[config.mk]
export PLATFORM = sky130hd
export DESIGN_NAME = rocket_flight_event_detector_unit
export DESIGN_NICKNAME = d
export VERILOG_FILES = /design/src/rtl/core/rfed_pkg.sv /design/src/rtl/core/rocket_flight_event_detector_unit.sv
export SDC_FILE = /design/constraint.sdc
export NUM_CORES = 1
export LEC_CHECK = 0
export BUFFER_PORTS_ARGS = -buffer_cell sky130_fd_sc_hd__buf_4
export CAP_MARGIN = 15
export CORE_ASPECT_RATIO = 1.5
export CORE_MARGIN = 5
export CORE_UTILIZATION = 63
export CTS_CLUSTER_SIZE = 10
export DETAILED_ROUTE_END_ITERATION = 6
export GPL_ROUTABILITY_DRIVEN = 0
export PLACE_DENSITY = 0.78
export SKIP_CTS_REPAIR_TIMING = 1
export SLEW_MARGIN = 20
export SYNTH_ARGS = -nofsm -noshare
export SYNTH_HDL_FRONTEND = slang
export SYNTH_SLANG_ARGS = --single-unit
[constraint.sdc]
create_clock -name clk_i -period 20.1 [get_ports clk_i]
set_input_delay 1.005 -clock clk_i [delete_from_list [all_inputs] [get_ports clk_i]]
set_output_delay 1.005 -clock clk_i [all_outputs]
set_load 0.01 [all_outputs]
[src/rtl/core/rfed_pkg.sv]
`timescale 1ns / 1ps

package rfed_pkg;

  // Widths of the stream payloads and configuration port.
  localparam int unsigned AltW      = 32;
  localparam int unsigned CfgW      = 16;
  localparam int unsigned CfgIdxW   = 2;
  localparam int unsigned InDataW   = 40;
  localparam int unsigned OutDataW  = 40;

  // Reset values of the configuration registers.
  localparam logic [CfgW-1:0] LaunchThrRst = 16'd100;
  localparam logic [CfgW-1:0] NoseOverRst  = 16'd50;
  localparam logic [CfgW-1:0] LandingRst   = 16'd500;

  // Descent minimum starts at the largest positive altitude.
  localparam logic signed [AltW-1:0] DescentStart = 32'sh7FFF_FFFF;

  // Tick counters saturate here.
  localparam logic [CfgW-1:0] CountMax = 16'hFFFF;

  // Configuration register indexes.
  typedef enum logic [CfgIdxW-1:0] {
    CFG_LAUNCH_THR = 2'd0,
    CFG_NOSE_OVER  = 2'd1,
    CFG_LANDING    = 2'd2
  } cfg_idx_e;

  // Button codes; only a proper release toggles the mode.
  typedef enum logic [1:0] {
    BTN_NONE   = 2'd0,
    BTN_SHORT  = 2'd1,
    BTN_PROPER = 2'd2
  } btn_e;

  // Sticky flight flags.
  typedef struct packed {
    logic landed;
    logic apogee;
    logic launch;
  } flags_t;

endpackage

[src/rtl/core/rocket_flight_event_detector_unit.sv]
`timescale 1ns / 1ps

// Rocket flight event detector.
// Each transaction on the s_axis channel is one timer tick carrying an
// altitude sample and a button event. Each tick yields exactly one
// transaction on the m_axis channel with the mode, the sticky launch,
// apogee and landing flags, the flight-end pulse and the peak rise.
// The cfg channel writes the launch threshold and the two timeouts and is
// always ready. The user must write it only while the block is idle; the
// block itself does not enforce this. The tick sits in the input register
// after its accepting edge, and the whole flight update runs from it into
// the output register once that is free. One tick is accepted every cycle
// while the receiver takes each result; the flight state updates per tick.
// When the receiver stalls, the output register holds and the input
// register still takes one more tick; after that s_axis_tready_o drops.
// Reset clears the mode, flags, counters, peak and ground to zero, sets the
// descent minimum to its largest value and restores the register defaults.
module rocket_flight_event_detector_unit (
  input  logic                           clk_i,
  input  logic                           rst_ni,
  // Configuration write channel.
  input  logic                           cfg_valid_i,
  output logic                           cfg_ready_o,
  input  logic [rfed_pkg::CfgIdxW-1:0]   cfg_index_i,
  input  logic [rfed_pkg::CfgW-1:0]      cfg_data_i,
  // Tick input stream.
  input  logic                           s_axis_tvalid_i,
  output logic                           s_axis_tready_o,
  // [31:0] altitude_sample, [33:32] button_event, [39:34] zero
  input  logic [rfed_pkg::InDataW-1:0]   s_axis_tdata_i,
  // Result stream.
  output logic                           m_axis_tvalid_o,
  input  logic                           m_axis_tready_i,
  // [0] recording, [1] launched, [2] apogee_seen, [3] landed,
  // [4] flight_ended, [36:5] peak_rise, [39:37] zero
  output logic [rfed_pkg::OutDataW-1:0]  m_axis_tdata_o
);

  import rfed_pkg::*;

  // Configuration registers.
  logic [CfgW-1:0] launch_thr_q, nose_over_q, landing_q;

  // Pipeline registers.
  logic                   in_vld_q;
  logic signed [AltW-1:0] in_alt_q;
  logic [1:0]             in_btn_q;
  logic                   out_vld_q;
  logic [OutDataW-1:0]    out_data_q;
  logic [OutDataW-1:0]    out_data_d;

  // Flight state.
  logic                   mode_q, mode_d;
  logic                   prev_q, prev_d;
  logic signed [AltW-1:0] ground_q, ground_d;
  logic signed [AltW-1:0] peak_q, peak_d;
  logic signed [AltW-1:0] low_q, low_d;
  logic [CfgW-1:0]        tsp_q, tsp_d;
  logic [CfgW-1:0]        tsl_q, tsl_d;
  flags_t                 flags_q, flags_d;

  // Handshake and pipeline advance.
  logic out_free, stage_fire, in_fire;

  assign out_free        = !out_vld_q || m_axis_tready_i;
  assign stage_fire      = in_vld_q && out_free;
  assign s_axis_tready_o = !in_vld_q || out_free;
  assign in_fire         = s_axis_tvalid_i && s_axis_tready_o;
  assign cfg_ready_o     = 1'b1;
  assign m_axis_tvalid_o = out_vld_q;
  assign m_axis_tdata_o  = out_data_q;

  // Configuration writes; unknown indexes are ignored.
  always_ff @(posedge clk_i or negedge rst_ni) begin
    if (!rst_ni) begin
      launch_thr_q <= LaunchThrRst;
      nose_over_q  <= NoseOverRst;
      landing_q    <= LandingRst;
    end else if (cfg_valid_i) begin
      unique case (cfg_idx_e'(cfg_index_i))
        CFG_LAUNCH_THR: launch_thr_q <= cfg_data_i;
        CFG_NOSE_OVER:  nose_over_q  <= cfg_data_i;
        CFG_LANDING:    landing_q    <= cfg_data_i;
        default: ;
      endcase
    end
  end

  // Flight update, computed from the input register and current state.
  logic                   first_tick, proper;
  logic signed [AltW-1:0] ground_b, peak_b, low_b;
  logic [CfgW-1:0]        tsp_b, tsl_b, tsp_n, tsl_n;
  flags_t                 flags_b, flags_n;
  logic signed [AltW+1:0] launch_lim, alt_ext;
  logic                   new_peak, new_low, ended;
  logic [AltW-1:0]        peak_rise;

  always_comb begin
    proper     = (in_btn_q == BTN_PROPER);
    first_tick = mode_q && !prev_q;

    // A new flight starts from the current sample.
    ground_b = first_tick ? in_alt_q : ground_q;
    peak_b   = first_tick ? in_alt_q : peak_q;
    low_b    = first_tick ? DescentStart : low_q;
    tsp_b    = first_tick ? '0 : tsp_q;
    tsl_b    = first_tick ? '0 : tsl_q;
    flags_b  = first_tick ? '0 : flags_q;

    // Launch when the sample rises above ground plus threshold.
    launch_lim = {{2{ground_b[AltW-1]}}, ground_b} + $signed({2'b00, {(AltW-CfgW){1'b0}},
                 launch_thr_q});
    alt_ext    = {{2{in_alt_q[AltW-1]}}, in_alt_q};
    flags_n        = flags_b;
    flags_n.launch = flags_b.launch || (alt_ext > launch_lim);

    // Peak tracking and nose-over timeout.
    new_peak = flags_n.launch && (in_alt_q > peak_b);
    tsp_n    = new_peak ? '0 : ((tsp_b == CountMax) ? CountMax : tsp_b + 16'd1);
    flags_n.apogee = flags_b.apogee || (flags_n.launch && (tsp_n > nose_over_q));

    // Descent minimum tracking and landing timeout.
    new_low = flags_n.apogee && (in_alt_q < low_b);
    tsl_n   = new_low ? '0 : ((tsl_b == CountMax) ? CountMax : tsl_b + 16'd1);
    flags_n.landed = flags_b.landed || (flags_n.apogee && (tsl_n > landing_q));

    // Idle ticks hold the flight state.
    ground_d = ground_q;
    peak_d   = peak_q;
    low_d    = low_q;
    tsp_d    = tsp_q;
    tsl_d    = tsl_q;
    flags_d  = flags_q;
    ended    = 1'b0;
    if (mode_q) begin
      ground_d = ground_b;
      peak_d   = new_peak ? in_alt_q : peak_b;
      low_d    = new_low ? in_alt_q : low_b;
      tsp_d    = tsp_n;
      tsl_d    = tsl_n;
      flags_d  = flags_n;
      prev_d   = 1'b1;
      mode_d   = !proper;
    end else begin
      ended  = prev_q;
      prev_d = 1'b0;
      mode_d = proper;
    end

    peak_rise  = peak_d - ground_d;
    out_data_d = {3'b000, peak_rise, ended, flags_d.landed, flags_d.apogee,
                  flags_d.launch, mode_d};
  end

  // Control and flight state registers.
  always_ff @(posedge clk_i or negedge rst_ni) begin
    if (!rst_ni) begin
      in_vld_q  <= 1'b0;
      out_vld_q <= 1'b0;
      mode_q    <= 1'b0;
      prev_q    <= 1'b0;
      ground_q  <= '0;
      peak_q    <= '0;
      low_q     <= DescentStart;
      tsp_q     <= '0;
      tsl_q     <= '0;
      flags_q   <= '0;
    end else begin
      if (in_fire) begin
        in_vld_q <= 1'b1;
      end else if (stage_fire) begin
        in_vld_q <= 1'b0;
      end
      if (stage_fire) begin
        out_vld_q <= 1'b1;
        mode_q    <= mode_d;
        prev_q    <= prev_d;
        ground_q  <= ground_d;
        peak_q    <= peak_d;
        low_q     <= low_d;
        tsp_q     <= tsp_d;
        tsl_q     <= tsl_d;
        flags_q   <= flags_d;
      end else if (m_axis_tready_i) begin
        out_vld_q <= 1'b0;
      end
    end
  end

  // Payload registers.
  always_ff @(posedge clk_i) begin
    if (in_fire) begin
      in_alt_q <= s_axis_tdata_i[AltW-1:0];
      in_btn_q <= s_axis_tdata_i[AltW+1:AltW];
    end
    if (stage_fire) begin
      out_data_q <= out_data_d;
    end
  end

  // Landing implies apogee, and apogee implies launch.
  assert property (@(posedge clk_i) disable iff (!rst_ni)
    (flags_q.landed |-> flags_q.apogee) and (flags_q.apogee |-> flags_q.launch))
    else $error("flight flags out of order");

  // A stalled result holds steady until the receiver takes it.
  assert property (@(posedge clk_i) disable iff (!rst_ni)
    (out_vld_q && !m_axis_tready_i) |=> (out_vld_q && $stable(out_data_q)))
    else $error("result changed while stalled");

  // A new result appears only after the update stage moved an item.
  assert property (@(posedge clk_i) disable iff (!rst_ni)
    $rose(out_vld_q) |-> $past(stage_fire))
    else $error("result without an update");

  // Input is refused only while a tick waits in the input register.
  assert property (@(posedge clk_i) disable iff (!rst_ni)
    !s_axis_tready_o |-> (in_vld_q && out_vld_q && !m_axis_tready_i))
    else $error("input stalled without cause");

endmodule
Yosys cells after proc, flatten, opt, wreduce, memory -nomap -nowiden
Cells that the tools add are included.
Widths: inputs -> output; s select.

storage, ports and cells
  bits in registers = 254
  memory bits (writable) = 0
  bits in latches = 0
  memories = 0
  bits in read-only memories = 0

operators by class
  shift-type cells = 0
  divide/modulo/power cells = 0
  $add $sub $neg = 4
  eq/ne operators = 5
  bitwise gates (word level) = 0
  $mul = 0
  $lt $le $gt $ge = 5
  reduce and logical (&&, ||, !) cells = 23
  multiplexer cells = 21

operators by type and width
  kind                   number
  $mux 32                7
  $mux 16                6
  $add 32x17->33         1
  $gt 32x33->1           1
  $add 16x1->16 const B  2
  $eq 16x16->1 const B   2
  $gt 16x16->1           2
  $gt 32x32->1           1
  $lt 32x32->1           1
  $sub 32x32->32         1
  $reduce_and 2->1       4
  $logic_and 1x1->1      7
  $mux 1                 6
  $mux 3                 2
  $logic_or 1x1->1       5
  $eq 2x2->1 const B     2
  $logic_not 1->1        4
  $reduce_bool 2->1      2
  $eq 2x1->1 const B     1
  $logic_not 2->1        1

Depth between registers and ports, before layout
Gate-level depths: netlist (run 1).

  word-level depth = 17
  depth in mapped cells = 50
  mapped depth without buffers = 42

Least setup slack after synthesis (run 1)
No wires, ideal clock.

  kind = register to register
  start = reg prev_q
  end = reg out_data_q[3] (netlist: m_axis_tdata_o[3]), data pin
  data required time = 19844 ps
  clock period less this slack = 9754 ps
  data arrival time = 9498 ps
  slack = 10346 ps
  stages on the path, launching flop included = 48
  path buffers = 8
  cells stage by stage = dfrtp_1 > nand2b_1 > buf_4 > buf_2 > buf_2 > buf_2 > buf_1 > a21oi_1 > inv_1 > ha_1 > a21o_1 > a21oi_1 > o21ai_0 > a21oi_1 > o31ai_1 > a2111oi_0 > nand2b_1 > nor2_1 > (+12 left out) > a21o_1 > a21o_1 > a21o_1 > a2111oi_1 > o41ai_4 > o211ai_4 > clkbuf_1 > a21boi_1 > ha_1 > a21o_1 > a21o_1 > a21o_1 > a21o_1 > a21oi_1 > nor2_1 > a211oi_1 > a221oi_1 > a22o_1

RTL lines
  what                      RTL line                                  text
  start: declaration        rocket_flight_event_detector_unit.sv:54   logic prev_q, prev_d;
  start signal: assignment  rocket_flight_event_detector_unit.sv:177  prev_q <= prev_d;
  end signal: assignment    rocket_flight_event_detector_unit.sv:197  out_data_q <= out_data_d;
  end: declaration          rocket_flight_event_detector_unit.sv:49   logic [OutDataW-1:0] out_data_q;

==> run metrics, run 1 <==
outcome=finished, final reports clean; Critical R2R Launch=mode_q; Max H-tree Level=1; final WL=42.3 mm; CTS Buffer Depth=3; Syn Area/Cell=between 9 and 10 um^2; Die Span X=about 140 um; post-route ant nets=0; # DRC=0; Total GRT Usage=0.280; Final HPWL DP=approximately 31 mm; asr flop ratio synth=0.720; Reg2Reg Depth=40; first-pass GRT wire length=between 60 and 70 mm; largest net degree at the start of global routing=between 80 and 90; ys flop type=dfrtp_1; final setup TNS=0 ns; Worst-Margin Slew=1.03 ns; row cnt=73; WL/cell=19.1 um; die area=around 30,000 um^2; Die H=between 200 and 250 um; DRT Pass-1 Iters=6; CP startpoint=mode_q; via count=13,800; root buffer cell=clkbuf_16; ANT cells=0; I/O pin cnt=~110; # clock sinks=around 250; GRT overflow=0; Max Slew Vio Count=0; CTS tree=built; pwr dens=181 nW/um^2; cell area after synthesis=roughly 17,000 um^2; total CTS buffers=29; sequential share of the synthesized area=0.397; Vias per Instance=6.21; fraction of layout cells with a size suffix above 1=0.165; endpoints failing hold=0; Final WS setup=8.89 ns; vias in the first global route=13,900; Max stage delay on crit path=around 0.91 ns; Yosys cell types=79; Critical Path Fanout Max=a little over 60; fillers=2,022; Final Skew=between 0.015 and 0.02 ns; Post-synth EDFFs=71; Mapped Cells=1,781; Max rail drop VDD=0.000112 V; drt initial violations=874; Max-cap violations=0; RSZ-0062 raised after global routing=false; Clock transition at path regs=around 0.06 ns; Rel. slew slack=0.298; kind of end point of the critical path=flop; worst skew pair latency=0.57 ns; number of port buffers=95; initial antenna violation count=0; Hold Path Class=flop to flop; final setup fails=0; WS Path Type=flop to flop; area added between synthesis and finish=10.5%; CP startpoint kind=flop; final cycle utilization of the critical path=0.558; Setup WS pre-CTS=9.04 ns; slowest CP cell=a2111oi_0; hold_sp=ground_q[17]; initial core utilization=0.641; Yosys warnings=0; most used cell, CP=a21o_1; Finished Core Util=0.708; layout net count=roughly 2,100; LEAKAGE=8.40 nW; core area=26,600 um^2; hold path cells=2; Fmax=just under 90 MHz; Worst Path Required=about 20 ns; Final min period=11.21 ns; FF+latch count, synth=254; CP arrival=~12 ns
-- path summary, 6_finish.rpt --
path,endpoint,slack (ns)
min in group asynchronous,nose_over_q[2],0.52
max in group asynchronous,tsl_q[6],18.23
hold reg to reg,ground_q[17],0.48
hold / removal,ground_q[17],0.48
setup / recovery,m_axis_tdata_o[3],8.89
setup reg to reg,m_axis_tdata_o[3],8.89
-- sequential cells by signal, summed over array words and instances (netlist names) --
register	flops
m_axis_tdata_o	37
ground_q	32
in_alt_q	32
low_q	32
peak_q	32
landing_q	16
launch_thr_q	16
nose_over_q	16
tsl_q	16
tsp_q	16
flags_q	3
in_btn_q	2
in_vld_q	1
m_axis_tvalid_o	1
mode_q	1
prev_q	1
-- layout make-up --
type                    count  area [um^2]  area share
inverters                  89          335      0.0178
flip-flops and latches    254         6770       0.359
well taps                 337          422      0.0224
multi-input cells        1374         9650       0.512
repair buffers            110          830      0.0441
clock buffers              52          812      0.0431
clock inverters             2         13.8    0.000731
-- synthesized netlist by cell type (all sizes together), types with 4 or more instances --
cell / number / share of area
o21a: 18 / 0.0079
a31oi: 15 / 0.0055
inv: 88 / 0.019
nor2: 179 / 0.040
nand3: 29 / 0.0085
nor2b: 7 / 0.0026
nor3: 17 / 0.0056
clkbuf: 33 / 0.0073
a22o: 11 / 0.0057
a211oi: 15 / 0.0066
a21oi: 203 / 0.060
o22ai: 9 / 0.0037
nand2b: 16 / 0.0059
a2111oi: 5 / 0.0026
buf: 33 / 0.012
and4: 7 / 0.0036
dfrtp: 140 / 0.21
and2: 44 / 0.016
dfstp: 43 / 0.066
o21bai: 6 / 0.0026
nor4: 12 / 0.0048
nand2: 141 / 0.031
o211ai: 5 / 0.0030
nand4: 34 / 0.012
ha: 177 / 0.13
o21ai: 113 / 0.033
o31ai: 5 / 0.0030
nand3b: 5 / 0.0022
edfxtp: 71 / 0.13
a21boi: 9 / 0.0040
or2: 4 / 0.0015
a21o: 42 / 0.019
xor2: 41 / 0.021
and3: 14 / 0.0051
mux2: 115 / 0.076
xnor2: 39 / 0.020
-- where the power goes --
group          internal [mW]  total (mW)  leakage (nW)  switching [mW]
sequential             0.792       0.901          2.88           0.109
clock                  0.270       0.480         0.393           0.210
combinational          0.840        2.03          5.13            1.19
total                   1.90        3.41          8.40            1.51
-- per-stage QoR --
step / power, mW / std cells / instance area [um^2] / hold slack [ns]
final: 3.41 / 2218 / 18800 / 0.481
after global routing: 3.69 / 2218 / 18800 / 0.502
after CTS: 3.41 / 2218 / 18800 / 0.483
after detailed placement: 2.89 / 2164 / 18000 / 0.471
after global placement: 2.82 / 2164 / 18000 / 0.462
after floorplan: 2.38 / 1783 / 17000 / 0.450
-- placed cells by master (no fill, tap or decap), types with 18 or more instances in the layout --
cell type / instances
inv_1: 87
edfxtp_1: 71
xnor2_1: 39
nor2_1: 176
a21oi_1: 201
dfrtp_1: 140
nand3_1: 29
dfstp_2: 43
clkbuf_16: 29
o21a_1: 18
a21o_1: 42
clkbuf_1: 23
mux2_2: 103
nand4_1: 34
o21ai_0: 97
and2_1: 43
buf_4: 109
nand2_1: 140
xor2_1: 41
ha_1: 177
-- critical path: cells and delay by family, from the launching register on --
| kind | cells | cell delay (ns) |
|---|---|---|
| AOI/OAI and AO/OA | 25 | 6.28 |
| and+or+nand+nor | 7 | 1.54 |
| DFF | 1 | 0.70 |
| xor gates and xnor gates | 1 | 0.17 |
| adders and majority gates | 4 | 1.21 |
| buffers and inverters | 3 | 0.99 |
-- metal layers --
metal,global-route usage,vias up,share of wire
met1,0.333,6656,0.39
li1,-,6571,-
met4,0.142,0,0.055
met5,0,-,0
met2,0.497,418,0.51
met3,0.0276,138,0.044
-- logic make-up (layout without fill, tap and decap cells) --
group                      after synthesis  after routing  synth area share
buffers and inverters                  155            253            0.0388
AOI/OAI and AO/OA                      480            480             0.172
adders and majority gates              179            179             0.132
xor gates and xnor gates                80             80            0.0411
and+or+nand+nor                        515            515             0.142
muxes                                  116            116            0.0766
DFF                                    254            254             0.397
other                                    2              4          0.000441
No activity file was read; power rests on OpenSTA's default activity.
==> inputs of run 2 (changes only) <==
--- a/config.mk
+++ b/config.mk
@@ -9,11 +9,11 @@
 export CAP_MARGIN = 15
 export CORE_ASPECT_RATIO = 1.5
 export CORE_MARGIN = 5
-export CORE_UTILIZATION = 63
+export CORE_UTILIZATION = 56
 export CTS_CLUSTER_SIZE = 10
 export DETAILED_ROUTE_END_ITERATION = 6
 export GPL_ROUTABILITY_DRIVEN = 0
-export PLACE_DENSITY = 0.78
+export PLACE_DENSITY = 0.73
 export SKIP_CTS_REPAIR_TIMING = 1
 export SLEW_MARGIN = 20
 export SYNTH_ARGS = -nofsm -noshare
==> constraint.sdc (replaced) <==
create_clock -name clk_i -period 9.2 [get_ports clk_i]
set_input_delay 0.46 -clock clk_i [delete_from_list [all_inputs] [get_ports clk_i]]
set_output_delay 0.46 -clock clk_i [all_outputs]
set_load 0.01 [all_outputs]
==> run 2 against run 1 <==
  * Sequential power is 120% higher
  * Fmax grew 28%
  * Largest cell class unchanged
  * Critical path type unchanged
  * Critical endpoint unchanged
  * Combinational power up 130%
  * Sequential share of layout area is 0.93 points lower
==> run metrics, run 2 (synthesis gave the netlist of run 1 again) <==
endpoints failing hold=0 (unchanged); fraction of layout cells with a size suffix above 1=0.188 (+0.0227); Die H=224 um (+5.8%); Final Skew=0.0116 ns (-0.00461 ns); via count=13,700 (-0.37%); Hold Path Class=input port to flop; CTS tree=built; commonest cells after routing, fill and taps aside=a21oi_1 (192), ha_1 (177), nor2_1 (176); Final WS setup=0.456 ns (-8.43 ns); total CTS buffers=30 (+3.4%); Largest register FFs=37 (unchanged); initial antenna violation count=0 (unchanged); Critical Path Fanout Max=24 (-61%); Power Total=7.68 mW (+130%); Finished Cell Area=19,300 um^2 (+2.7%); Worst Path Required=9.52 ns (-10.89 ns); CP arrival=9.06 ns (-2.46 ns); most common cell after layout, fill and taps aside=a21oi_1; pwr dens=397 nW/um^2 (+120%); drt initial violations=750 (-14%); root buffer cell=clkbuf_16; final setup TNS=0 ns (unchanged); Max rail drop VDD=0.000249 V (+120%); Final HPWL DP=30.9 mm (+0.58%); area added between synthesis and finish=13.5%; Fin Hold WS=0.0723 ns (-0.408 ns); Vias per Instance=5.95 (-4.3%); WL/cell=18.6 um (-2.4%); layout net count=2,127 (+1.3%); initial core utilization=0.565 (-0.0760); largest net degree at the start of global routing=71 (-14%); Final min period=8.74 ns (-2.47 ns); Max stage delay on crit path=0.46 ns (-0.45 ns); CP startpoint kind=flop; CP top delay family=compound AO/OA/AOI/OAI gates; Total GRT Usage=0.243 (-0.0362); Rel. slew slack=0.382 (+0.0841); Clock transition at path regs=0.06 ns (about the same); core area=30,200 um^2 (+13%); WS Path Type=flop to flop; placed inst area=18,300 um^2 (+1.5%); Die Span X=152 um (+5.6%); Max H-tree Level=1 (unchanged); ANT cells=0 (unchanged); # clock sinks=254 (unchanged); final cycle utilization of the critical path=0.950 (+0.393); vias in the first global route=13,900 (-0.56%); CTS Buffer Depth=3 (unchanged); number of port buffers=95 (unchanged); Max-cap violations=0 (unchanged); Max Slew Vio Count=0 (unchanged); Setup WS pre-CTS=0.196 ns (-8.85 ns); DRT Pass-1 Iters=7 (+1); final setup fails=0 (unchanged); Worst-Margin Slew=0.927 ns (-0.0995 ns); slowest CP cell=dfrtp_2; outcome=finished, final reports clean; # DRC=0 (unchanged); post-route ant nets=0 (unchanged); kind of end point of the critical path=flop; LEAKAGE=8.62 nW (+2.5%); Fmax=114 MHz (+28%); worst skew pair latency=0.56 ns (about the same); die area=34,100 um^2 (+12%); first-pass GRT wire length=68.6 mm (-0.36%); final WL=42.9 mm (+1.6%); worst path bufs/invs=4 (+1); I/O pin cnt=106 (unchanged); GRT overflow=0 (unchanged); row cnt=78 (+6.8%)
## run 2: power by group
group | internal [mW] | total, mW | switching, mW
logic | 1.94 | 4.60 | 2.66
clock network | 0.646 | 1.11 | 0.462
registers | 1.73 | 1.97 | 0.237
## run 2: final cells by class
type                            instances  area (um^2)
Multi-Input combinational cell       1376         9790
Clock inverter                          2         10.0
Fill cell                            2432        10800
Tap cell                              400          500
Timing Repair Buffer                  134         1040
Clock buffer                           54          892
Inverter                               89          334
Sequential cell                       254         6770
## run 2: worst reg2reg max path: cells and delay by family (launching register included)
family	cells	cell delay [ns]
buffers and inverters	4	0.62
adders and majority gates	4	1.07
and+or+nand+nor	13	2.53
AOI/OAI and AO/OA	19	3.69
DFF	1	0.46
xor gates and xnor gates	1	0.15
## run 2: final timing paths
check	startpoint	endpoint	slack (ns)	depth (start not counted)
min in group asynchronous	rst_ni	tsp_q[15]	0.47	2
worst max register to register	mode_q	m_axis_tdata_o[3]	0.46	41
worst min-delay path	s_axis_tdata_i[10]	in_alt_q[10]	0.07	1
max in group asynchronous	rst_ni	prev_q	7.32	3
worst min register to register	ground_q[19]	ground_q[19]	0.48	2
worst max-delay path	mode_q	m_axis_tdata_o[3]	0.46	41
## run 2: routing by layer
layer / GRT usage / wire length [um] / up-vias / share of wire
met5: 0 / 0 / - / 0
li1: - / - / 6628 / -
met1: 0.289 / 17400 / 6660 / 0.40
met3: 0.0249 / 1510 / 112 / 0.035
met4: 0.112 / 2020 / 0 / 0.047
met2: 0.444 / 22000 / 332 / 0.51
## run 2: stage by stage
step | utilization | cells
finish | 0.641 | 2309
global placement | 0.606 | 2243
floorplan | - | 1783
CTS | 0.635 | 2299
global route | 0.641 | 2309
detailed placement | 0.606 | 2243
==> inputs of run 3 (changes only) <==
--- a/config.mk
+++ b/config.mk
@@ -7,13 +7,13 @@
 export LEC_CHECK = 0
 export BUFFER_PORTS_ARGS = -buffer_cell sky130_fd_sc_hd__buf_4
 export CAP_MARGIN = 15
-export CORE_ASPECT_RATIO = 1.5
+export CORE_ASPECT_RATIO = 0.6
 export CORE_MARGIN = 5
-export CORE_UTILIZATION = 56
+export CORE_UTILIZATION = 62
 export CTS_CLUSTER_SIZE = 10
 export DETAILED_ROUTE_END_ITERATION = 6
 export GPL_ROUTABILITY_DRIVEN = 0
-export PLACE_DENSITY = 0.73
+export PLACE_DENSITY = 0.77
 export SKIP_CTS_REPAIR_TIMING = 1
 export SLEW_MARGIN = 20
 export SYNTH_ARGS = -nofsm -noshare
==> constraint.sdc (replaced) <==
create_clock -name clk_i -period 10.05 [get_ports clk_i]
set_input_delay 0.5025 -clock clk_i [delete_from_list [all_inputs] [get_ports clk_i]]
set_output_delay 0.5025 -clock clk_i [all_outputs]
set_load 0.01 [all_outputs]
==> run 3 against run 2 <==
  * Final area down 1.1%
  * Die area down 9.0%
  * Cell count down 1.9%
  * Via count grew 3.3%
  * Sequential cell count unchanged
  * Routed wire length increased by 8.1%
  * First-iteration DRC count increased by 130%
  * Sequential power fell by 8%
  * Worst setup slack worse by 0.10 ns
  * Combinational power is 5.0% lower
==> run metrics, run 3 (synthesis gave the netlist of run 1 again) <==
largest net degree at the start of global routing=126 (+77%); fraction of layout cells with a size suffix above 1=0.182 (-0.00566); Vias per Instance=6.26 (+5.3%); Max stage delay on crit path=0.53 ns (+0.07 ns); Die Span X=224 um (+47%); final WL=46.4 mm (+8.1%); layout net count=2,116 (-0.52%); Max-cap violations=0 (unchanged); Worst Path Required=10.37 ns (+0.85 ns); slowest CP cell=dfrtp_2; root buffer cell=clkbuf_16; I/O pin cnt=106 (unchanged); final cycle utilization of the critical path=0.965 (+0.0143); Final HPWL DP=32.7 mm (+5.9%); final setup fails=0 (unchanged); Final min period=9.69 ns (+0.951 ns); Max rail drop VDD=0.000282 V (+13%); initial antenna violation count=0 (unchanged); number of port buffers=95 (unchanged); die area=31,000 um^2 (-9.0%); pwr dens=375 nW/um^2 (-5.6%); WL/cell=20.5 um (+10%); Power Total=7.17 mW (-6.6%); row cnt=47 (-40%); Finished Cell Area=19,100 um^2 (-1.1%); GRT overflow=0 (unchanged); area added between synthesis and finish=12.3%; DRT Pass-1 Iters=5 (-2); Max Slew Vio Count=0 (unchanged); # DRC=0 (unchanged); vias in the first global route=13,400 (-3.3%); placed inst area=18,100 um^2 (-0.72%); commonest cells after routing, fill and taps aside=a21oi_1 (192), ha_1 (177), nor2_1 (176); Worst-Margin Slew=1.31 ns (+0.378 ns); initial core utilization=0.624 (+0.0594); ANT cells=0 (unchanged); Finished Core Util=0.701 (+0.0598); Post-Layout Cell Count=2,264 (-1.9%); outcome=finished, final reports clean; Critical Path Fanout Max=24 (unchanged); most used cell, CP=a21o_1; WS Path Type=flop to flop; worst skew pair latency=0.57 ns (about the same); Final Skew=0.0167 ns (+0.00517 ns); CP startpoint kind=flop; endpoints failing hold=0 (unchanged); Rel. slew slack=0.130 (-0.252); post-route ant nets=0 (unchanged); fillers=2,069 (-15%); drt initial violations=1,728 (+130%); via count=14,200 (+3.3%); CP arrival=10.01 ns (+0.95 ns); final setup TNS=0 ns (unchanged); Fmax=103 MHz (-9.8%); first-pass GRT wire length=73.3 mm (+6.7%); Total GRT Usage=0.290 (+0.0466); Die H=138 um (-38%); most common cell after layout, fill and taps aside=a21oi_1; Largest register FFs=37 (unchanged); placed insts=2,203 (-1.8%); LEAKAGE=8.52 nW (-1.1%); Clock transition at path regs=0.06 ns (about the same); # clock sinks=254 (unchanged); CTS tree=built; core area=27,300 um^2 (-9.5%); total CTS buffers=29 (-3.3%); Hold Path Class=input port to async pin; CTS Buffer Depth=3 (unchanged); Max H-tree Level=1 (unchanged); kind of end point of the critical path=flop
[run 3: worst max-delay path, delay by kind of cell (launching register included)]
family / cells / cell delay [ns]
AOI/OAI and AO/OA: 25 / 5.01
adders and majority gates: 5 / 1.47
and+or+nand+nor: 9 / 1.26
buffers and inverters: 6 / 1.05
DFF: 1 / 0.53
xor gates and xnor gates: 1 / 0.14
[run 3: cell type report]
cell class,instances,area [um^2],share of cell area
sequential,254,6770,0.354
inverter,89,334,0.0175
timing repair buffer,123,956,0.0500
clock inverter,1,8.76,0.000458
multi-input combinational,1377,9760,0.510
tap,367,459,0.0240
clock buffer,53,836,0.0437
[run 3: routing by layer]
layer  vias up  wire length [um]  GRT usage
met2       655             19800      0.422
met1      6825             21400      0.448
li1       6614                 -          -
met5         -                 0          0
met3        85              4380     0.0674
met4         0               866     0.0519
[run 3: path summary, 6_finish.rpt]
kind                                         from                 to  slack (ns)  cells past startpoint
worst max-delay path                       prev_q  m_axis_tdata_o[3]        0.36                     46
min in group clk_i              s_axis_tdata_i[4]        in_alt_q[4]        0.11                      1
worst max register to register             prev_q  m_axis_tdata_o[3]        0.36                     46
worst min register to register       ground_q[29]       ground_q[29]        0.48                      2
worst min-delay path                       rst_ni       landing_q[1]        0.04                      1
max in group asynchronous                  rst_ni         peak_q[28]        8.59                      2
[run 3: through the flow]
stage	worst slack, ns	hold WS, ns
2_1_floorplan	0.296	0.207
3_3_place_gp	0.423	0.464
3_5_place_dp	0.169	0.470
4_1_cts	0.127	0.0910
5_1_grt	-0.0573	0.0923
6_report	0.355	0.0381
[run 3: power breakdown]
group | switching (mW) | internal, mW
sequential | 0.238 | 1.58
combinational | 2.61 | 1.76
clock | 0.425 | 0.554
